**config.mk**
```make
export PLATFORM = sky130hd
export DESIGN_NAME = btl_front_flat
export DESIGN_NICKNAME = d
export VERILOG_FILES = /design/src/rtl/btl_pkg.sv /design/src/rtl/btl_if.sv /design/src/rtl/btl_front.sv /design/src/flat_wrapper.sv
export SDC_FILE = /design/constraint.sdc
export NUM_CORES = 1
export LEC_CHECK = 0
export BUFFER_PORTS_ARGS = -buffer_cell sky130_fd_sc_hd__buf_4
export CAP_MARGIN = 40
export CORE_AREA = 2 2 136 151
export CTS_BUF_LIST = sky130_fd_sc_hd__clkbuf_8
export DETAILED_ROUTE_END_ITERATION = 7
export DIE_AREA = 0 0 138 153
export PLACE_DENSITY_LB_ADDON = 0.15
export SLEW_MARGIN = 20
export SYNTH_ARGS = -nofsm -noshare
export SYNTH_HDL_FRONTEND = slang
export SYNTH_SLANG_ARGS = --single-unit
```
**constraint.sdc**
```tcl
create_clock -name clk -period 9 [get_ports clk]
set_input_delay 0.45 -clock clk [delete_from_list [all_inputs] [get_ports clk]]
set_output_delay 0.45 -clock clk [all_outputs]
set_load 0.02 [all_outputs]
```
**src/rtl/btl_pkg.sv**
```systemverilog
// Shared types and constants for the bilinear table lookup block.
`timescale 1ns / 1ps
`default_nettype none
package btl_pkg;

  localparam int CFG_W        = 5;
  localparam int CFG_IDX_W    = 1;
  localparam int BISECT_STEPS = 50;
  localparam int TOL_SHIFT    = 20;

  localparam logic [CFG_IDX_W-1:0] CFG_THP_POINTS  = 1'd0;
  localparam logic [CFG_IDX_W-1:0] CFG_RATE_POINTS = 1'd1;

  localparam logic [2:0] ACT_LOAD_THP  = 3'd0;
  localparam logic [2:0] ACT_LOAD_RATE = 3'd1;
  localparam logic [2:0] ACT_LOAD_GRID = 3'd2;
  localparam logic [2:0] ACT_FORWARD   = 3'd3;
  localparam logic [2:0] ACT_INVERSE   = 3'd4;

  localparam logic [1:0] ST_OK        = 2'd0;
  localparam logic [1:0] ST_EMPTY     = 2'd1;
  localparam logic [1:0] ST_BAD_INDEX = 2'd2;

  typedef enum logic [3:0] {
    K_LOAD_THP,
    K_LOAD_RATE,
    K_LOAD_GRID,
    K_FWD,
    K_INV,
    K_FWD_EMPTY,
    K_INV_EMPTY,
    K_BAD,
    K_NOP
  } kind_t;

  typedef struct packed {
    kind_t       kind;
    logic [7:0]  index;
    logic [31:0] value;
    logic [31:0] qt;
    logic [31:0] qr;
    logic [31:0] tgt;
  } cmd_t;

endpackage
`default_nettype wire

```
**src/rtl/btl_if.sv**
```systemverilog
// Input and result channel interfaces.
`timescale 1ns / 1ps
`default_nettype none
interface btl_in_if;
  logic        valid;
  logic        ready;
  logic [2:0]  action;
  logic [7:0]  load_index;
  logic [31:0] load_value;
  logic [31:0] query_thp;
  logic [31:0] query_rate;
  logic [31:0] target_pressure;
  modport source (output valid, action, load_index, load_value, query_thp, query_rate,
                  target_pressure, input ready);
  modport sink (input valid, action, load_index, load_value, query_thp, query_rate,
                target_pressure, output ready);
endinterface

`default_nettype wire

```
**src/rtl/btl_front.sv**
```systemverilog
// Front end: accepts items, classifies them and queues commands.
`timescale 1ns / 1ps
`default_nettype none
module btl_front import btl_pkg::*; #(
  parameter int MAX_THP_POINTS  = 16,
  parameter int MAX_RATE_POINTS = 16
) (
  input  wire logic             clk,
  input  wire logic             rst,
  btl_in_if.sink                in_ch,
  input  wire logic [CFG_W-1:0] thp_points,
  input  wire logic [CFG_W-1:0] rate_points,
  output logic                  cmd_valid,
  input  wire logic             cmd_ready,
  output cmd_t                  cmd
);
  localparam int GRID_DEPTH = MAX_THP_POINTS * MAX_RATE_POINTS;

  cmd_t       slot [2];
  logic       rd_ptr, wr_ptr;
  logic [1:0] count;
  cmd_t       c_new;
  logic       push, pop, empty_tbl;

  assign empty_tbl = (thp_points == '0) || (rate_points == '0);

  always_comb begin
    c_new.index = in_ch.load_index;
    c_new.value = in_ch.load_value;
    c_new.qt    = in_ch.query_thp;
    c_new.qr    = in_ch.query_rate;
    c_new.tgt   = in_ch.target_pressure;
    case (in_ch.action)
      ACT_LOAD_THP:  c_new.kind = (int'(in_ch.load_index) < MAX_THP_POINTS) ? K_LOAD_THP : K_BAD;
      ACT_LOAD_RATE: c_new.kind = (int'(in_ch.load_index) < MAX_RATE_POINTS) ? K_LOAD_RATE : K_BAD;
      ACT_LOAD_GRID: c_new.kind = (int'(in_ch.load_index) < GRID_DEPTH) ? K_LOAD_GRID : K_BAD;
      ACT_FORWARD:   c_new.kind = empty_tbl ? K_FWD_EMPTY : K_FWD;
      ACT_INVERSE:   c_new.kind = empty_tbl ? K_INV_EMPTY : K_INV;
      default:       c_new.kind = K_NOP;
    endcase
  end

  assign in_ch.ready = (count != 2'd2);
  assign cmd_valid   = (count != 2'd0);
  assign cmd         = slot[rd_ptr];
  assign push        = in_ch.valid && in_ch.ready;
  assign pop         = cmd_valid && cmd_ready;

  always_ff @(posedge clk) begin
    if (push) begin
      slot[wr_ptr] <= c_new;
    end
    if (rst) begin
      rd_ptr <= 1'b0;
      wr_ptr <= 1'b0;
      count  <= 2'd0;
    end else begin
      if (push) wr_ptr <= ~wr_ptr;
      if (pop)  rd_ptr <= ~rd_ptr;
      count <= count + {1'b0, push} - {1'b0, pop};
    end
  end
endmodule
`default_nettype wire

```
**src/flat_wrapper.sv**
```systemverilog
// flat-port wrapper written by rule: the top's interface ports become plain ports
module btl_front_flat import btl_pkg::*;
#(
  parameter int MAX_THP_POINTS  = 16,
  parameter int MAX_RATE_POINTS = 16
)
  (clk, rst, thp_points, rate_points, cmd_valid, cmd_ready, cmd, in_ch_valid, in_ch_action, in_ch_load_index, in_ch_load_value, in_ch_query_thp, in_ch_query_rate, in_ch_target_pressure, in_ch_ready);
  btl_in_if in_ch_i ();
  input  wire logic clk;
  input  wire logic rst;
  input  wire logic [CFG_W-1:0] thp_points;
  input  wire logic [CFG_W-1:0] rate_points;
  output logic cmd_valid;
  input  wire logic cmd_ready;
  output cmd_t cmd;
  input wire logic [$bits(in_ch_i.valid)-1:0] in_ch_valid;
  input wire logic [$bits(in_ch_i.action)-1:0] in_ch_action;
  input wire logic [$bits(in_ch_i.load_index)-1:0] in_ch_load_index;
  input wire logic [$bits(in_ch_i.load_value)-1:0] in_ch_load_value;
  input wire logic [$bits(in_ch_i.query_thp)-1:0] in_ch_query_thp;
  input wire logic [$bits(in_ch_i.query_rate)-1:0] in_ch_query_rate;
  input wire logic [$bits(in_ch_i.target_pressure)-1:0] in_ch_target_pressure;
  output wire logic [$bits(in_ch_i.ready)-1:0] in_ch_ready;
  assign in_ch_i.valid = in_ch_valid;
  assign in_ch_i.action = in_ch_action;
  assign in_ch_i.load_index = in_ch_load_index;
  assign in_ch_i.load_value = in_ch_load_value;
  assign in_ch_i.query_thp = in_ch_query_thp;
  assign in_ch_i.query_rate = in_ch_query_rate;
  assign in_ch_i.target_pressure = in_ch_target_pressure;
  assign in_ch_ready = in_ch_i.ready;
  btl_front #(.MAX_THP_POINTS(MAX_THP_POINTS), .MAX_RATE_POINTS(MAX_RATE_POINTS)) u_core (.clk(clk), .rst(rst), .in_ch(in_ch_i), .thp_points(thp_points), .rate_points(rate_points), .cmd_valid(cmd_valid), .cmd_ready(cmd_ready), .cmd(cmd));
endmodule
```
Word-level counts from Yosys, hierarchy flattened
Memory sizes are Yosys's and may differ from the RTL's. A register that Yosys moved wholly into a read port is not among the register bits.
Cells that the tools add are included.
{ "classes": {"n_addsub": 2, "n_lt_le_gt_ge": 1, "eq_ne": 5, "muxes": 9, "bitwise_logic": 2, "reduce_logical": 7} }
{ "ops": {"columns": ["cell", "n"], "rows": [
  ["$pmux 4 s5", 1],
  ["$logic_not 5->1", 2],
  ["$mux 3", 3],
  ["$lt 8x5->1 const B", 1],
  ["$eq 3x2->1 const B", 2],
  ["$mux 1", 4],
  ["$eq 3x1->1 const B", 1],
  ["$eq 3x3->1 const B", 1],
  ["$logic_not 3->1", 1],
  ["$add 2x1->2", 1],
  ["$logic_and 1x1->1", 2],
  ["$mux 2", 1],
  ["$ne 2x2->1 const B", 1],
  ["$not 1->1", 2],
  ["$reduce_bool 2->1", 1],
  ["$sub 2x1->2", 1],
  ["$logic_or 1x1->1", 1]
]} }
{ "totals": {"ff_bits": 4, "ramBits": 280, "inputBits": 153, "out_inout_bits": 142, "wordCells": 30, "memories": 1} }
{ "memory_table": {"columns": ["name", "words", "word_bits", "rd", "rd_ports_with_merged_regs", "write_ports", "line_no", "source"], "rows": [
  ["u_core.slot", 2, 140, 1, 1, 1, "btl_front.sv:19", "cmd_t slot [2];"]
]} }

Depth between registers and ports, before layout
{ "logic_depth": {"depth_word": 4, "depth_mapped": 8, "depth_no_buf": 8} }

Worst setup path after synthesis
OpenSTA, ideal clock, no wires.
{ "synth_timing": {"path_type": "register to register", "from": "reg u_core.count[0]", "to": "mem u_core.slot[0][0] in the netlist's numbering (enable)", "setup_time_ns": 0.641, "t_arrival_ns": 6.532, "required_time_ns": 8.359, "setup_slack_ns": 1.827, "path_stages_with_launch": 4, "path_buffers": 0, "synth_period_minus_slack_ns": 7.173, "path_cell_list": "dfxtp_1 > nand2b_1 > nand2_1 > nor2_1"} }
{ "synth_via": {"elab_chain_cells": 4} }
{ "synth_rtl": {"columns": ["item", "line_no", "source"], "rows": [
  ["start: declaration", "btl_front.sv:21", "logic [1:0] count;"],
  ["start signal: assignment", "btl_front.sv:60", "count <= count + {1'b0, push} - {1'b0, pop};"],
  ["$ne 2x2->1", "btl_front.sv:43", "assign in_ch.ready = (count != 2'd2);"],
  ["via in_ch_ready", "flat_wrapper.sv:23", "output wire logic [$bits(in_ch_i.ready)-1:0] in_ch_ready;"],
  ["$logic_and 1x1->1", "btl_front.sv:46", "assign push = in_ch.valid && in_ch.ready;"],
  ["$mux 1", "btl_front.sv:50", "if (push) begin"],
  ["$mux 1 (implied by the code)", "btl_front.sv:51", "slot[wr_ptr] <= c_new;"],
  ["end: declaration", "btl_front.sv:19", null]
]} }
The timed path passes the listed nets, and every way through them passes these cells.

==> key figures <==
Clock tree
  • H-tree lvl count: 2
  • Setup repair bufs after CTS: 0
  • Clock Latency Late Sink: about 520 ps
  • Total clock sinks: 285
  • Clock Tree Root: clkbuf_8
  • CTS tree: done
  • CTS Buffer Depth: 3
  • CTS Buf Count: 43
  • Post-CTS Hold Buffers: 0
  • Clk pin slew, worst setup/hold paths: approximately 60 ps
  • CTS resizes: 0

Yosys
  • Register bit total from synthesis: 285
  • Compound-Gate Fraction of Synth Area: less than 1%
  • Main flop type after synthesis: edfxtp_1
  • Sequential element share of the synthesized area: ~82%
  • Area leader, netlist: edfxtp_1
  • Largest family of logic cells by synthesized area: multiplexers
  • Simple-Gate Fraction of Synth Area: about 1.2%
  • Fraction of registers with async set/reset: 0%
  • Top-area cell type share of the netlist area: 80.9%
  • Mux cell area share after synthesis: about 15%
  • Count leader, synth: edfxtp_1
  • Area of the mapped netlist: a little over 10000 um2
  • Post-synth EDFFs: 280
  • Synth Area in Adders: 0.241%
  • Syn Nets: 633
  • Synth area leaders: edfxtp_1 (81%), mux2_2 (14%), mux2_1 (1.2%)
  • Syn_area_per_cell: about 22 um2
  • Cells after synthesis: approximately 480
  • Synth Area in XOR/XNOR: less than 1%
  • Synth cell count leaders: edfxtp_1 (280), mux2_2 (130), buf_2 (15)
  • Synth warn: 0
  • Cell variety after synth: 25

Drt
  • First-pass DRT Iterations: 4
  • Final WL: roughly 20000 um
  • DR WL/cell: ~19 um
  • Initial DRC Count: 310
  • Detail Route Antenna Nets: 0
  • Number of DRC violations after detailed routing: 0
  • Vias per Instance: between 5 and 6
  • Total number of vias: 5539

Power
  • P_sw: ~1200 uW
  • Pwr Density: approximately 290 nW/um2
  • Sw Share: 30.2%
  • VDD IR max: about 0.17 mV
  • P_int: 2770 uW
  • Flop pwr share: between 40% and 50%
  • Lkg Pwr: between 0.005 and 0.006 uW
  • Total power: 3960 uW
  • Combinational power share: 32.9%
  • Clock power frac: between 20% and 30%

Floorplanning
  • Total core area: between 15000 and 20000 um2
  • Die width: 138 um
  • Num ports: a little under 300
  • Full die area: around 21000 um2
  • Initial core utilization: between 50% and 60%
  • Row count: 54
  • Vert. Die Dim: ~150 um

Global routing
  • Grt total ovfl: 0
  • GRT Overall Usage: 18.9%
  • Global-route wire length before repair: 30900 um
  • Number of global-route vias before repair: around 5800
  • Antenna violations before repair: 0
  • Largest net degree at the start of global routing: 64

Worst hold path
  • Hold EP: u_core.slot[0][79]$_DFFE_PP_
  • Hold path depth: 1
  • Hold Crit Class: in -> reg
  • Worst hold path startpoint: in_ch_query_thp[15]

Worst setup path
  • WP data arrival: roughly 2300 ps
  • Setup Crit Path Kind: reg -> out
  • R2R Path End: u_core.slot[1][127]$_DFFE_PP_
  • Crit path largest cell delay: between 400 and 500 ps
  • Buf/Inv on CP: 3
  • Critical path capture point type: output pin
  • Worst path most repeated cell: buf_4
  • Worst EP required: 8550 ps
  • Worst Reg-to-Reg Cells: 4
  • Slowest library cell on the worst path: dfxtp_4
  • Worst path cell trace: buf_4 > buf_12 > mux2_2 > buf_4
  • Critical Path Source Type: flip-flop
  • Crit-path leading delay family: buffers and inverters
  • Worst-path maximum fanout: 42
  • Reg-to-reg slack, setup: slightly below 7000 ps
  • Worst R2R Start: u_core.count[0]$_SDFF_PP0_

Run
  • Maxcap violations: 0

Timing
  • Slew @ Worst Pin: about 550 ps
  • Clk_skew: around 11 ps
  • RSZ-0062 raised after global routing: no
  • Normalized max-slew margin: a little over three fifths
  • Slew Viols, Final: 0
  • Final setup fails: 0
  • Ratio of final minimum period to clock period: a little under a third
  • Final Hold Viols: 0
  • Min Tclk post-route: about 2800 ps
  • Fmax: 0.363 GHz
  • Fin worst setup slack: ~6200 ps
  • Setup TNS: 0 ps

Placed design
  • Final HPWL from detailed placement: ~14000 um
  • Port Buf Inserts: between 200 and 300
  • Place WS: between 6000 and 7000 ps
  • GPL Wtd Cong: 0.752
  • Cells after DPL: ~1000

Final layout
  • Fill count: about 1300
  • Antenna cells: 0
  • Area Growth Syn to Fin: 32.3%
  • Final nets: between 900 and 1000
  • Layout Cells excl Fill: 1087
  • Share of cells above drive strength 1: 58.4%

Outcome
  • Status: completed
-- power groups by stage --
stage	combinational, uW	sequential, uW	clock (uW)
2_1_floorplan	772	1800	0
3_3_place_gp	1220	1820	0
3_5_place_dp	1310	1790	0
4_1_cts	1320	1770	923
5_1_grt	1380	1780	986
6_report	1300	1770	893
-- placed cells by master (no fill, tap or decap), drive strengths merged, types with 3 or more instances in the layout --
cell type	count
buf	304
clkbuf	45
clkinv	11
dfxtp	5
edfxtp	280
inv	16
mux2	141
nand2b	3
nor2	9
-- logic make-up (layout without fill, tap and decap cells) --
group / count (synthesis) / after routing
multiplexers: 141 / 141
AO/OA/AOI/OAI: 4 / 4
adder cells (fa/ha/maj): 2 / 2
buffers and inverters: 19 / 376
AND/OR/NAND/NOR: 23 / 23
flip-flops: 285 / 285
XOR/XNOR: 4 / 4
-- metrics by stage --
stage	hold WS [ps]	area, um2	util, %
2_1_floorplan	481	10400	-
3_3_place_gp	496	12900	65.8
3_5_place_dp	513	13000	66.4
4_1_cts	74.3	13700	70.1
5_1_grt	69.7	13800	70.2
6_report	112	13800	70.2
-- registers in the layout, indices dropped and copies added (netlist names), named ones only --
signal,cells
u_core.slot,280
u_core.count,2
u_core.rd_ptr,1
u_core.wr_ptr,1
-- routing by layer --
| layer | track usage, % | vias to the layer above | part of all wire (%) |
|---|---|---|---|
| li1 | - | 2557 | - |
| met1 | 22.1 | 2700 | 38 |
| met2 | 31.6 | 249 | 51 |
| met3 | 7.39 | 33 | 9.1 |
| met4 | 7.29 | 0 | 2.5 |
| met5 | 0 | - | 0 |
-- final cells by class --
class | instances | area [um2] | share of cell area (%)
clock buffer | 45 | 619 | 4.50
clock inverter | 24 | 93.8 | 0.682
inverter | 3 | 11.3 | 0.0819
multi-input combinational | 174 | 1810 | 13.2
sequential | 285 | 8510 | 61.9
tap | 252 | 315 | 2.29
timing repair buffer | 304 | 2390 | 17.4
-- worst max-delay path by stage --
stage | endpoint | start | depth (start not counted)
final | cmd[35] | flip-flop | 4
after detailed placement | u_core.slot[1][126]$_DFFE_PP_ | in_ch_valid | 4
after CTS | cmd[35] | flip-flop | 4
after global routing | cmd[35] | flip-flop | 4
after floorplan | u_core.slot[0][0]$_DFFE_PP_ | u_core.count[0]$_SDFF_PP0_ | 3
after global placement | cmd[35] | flip-flop | 3
No activity file was read; power rests on OpenSTA's default activity.
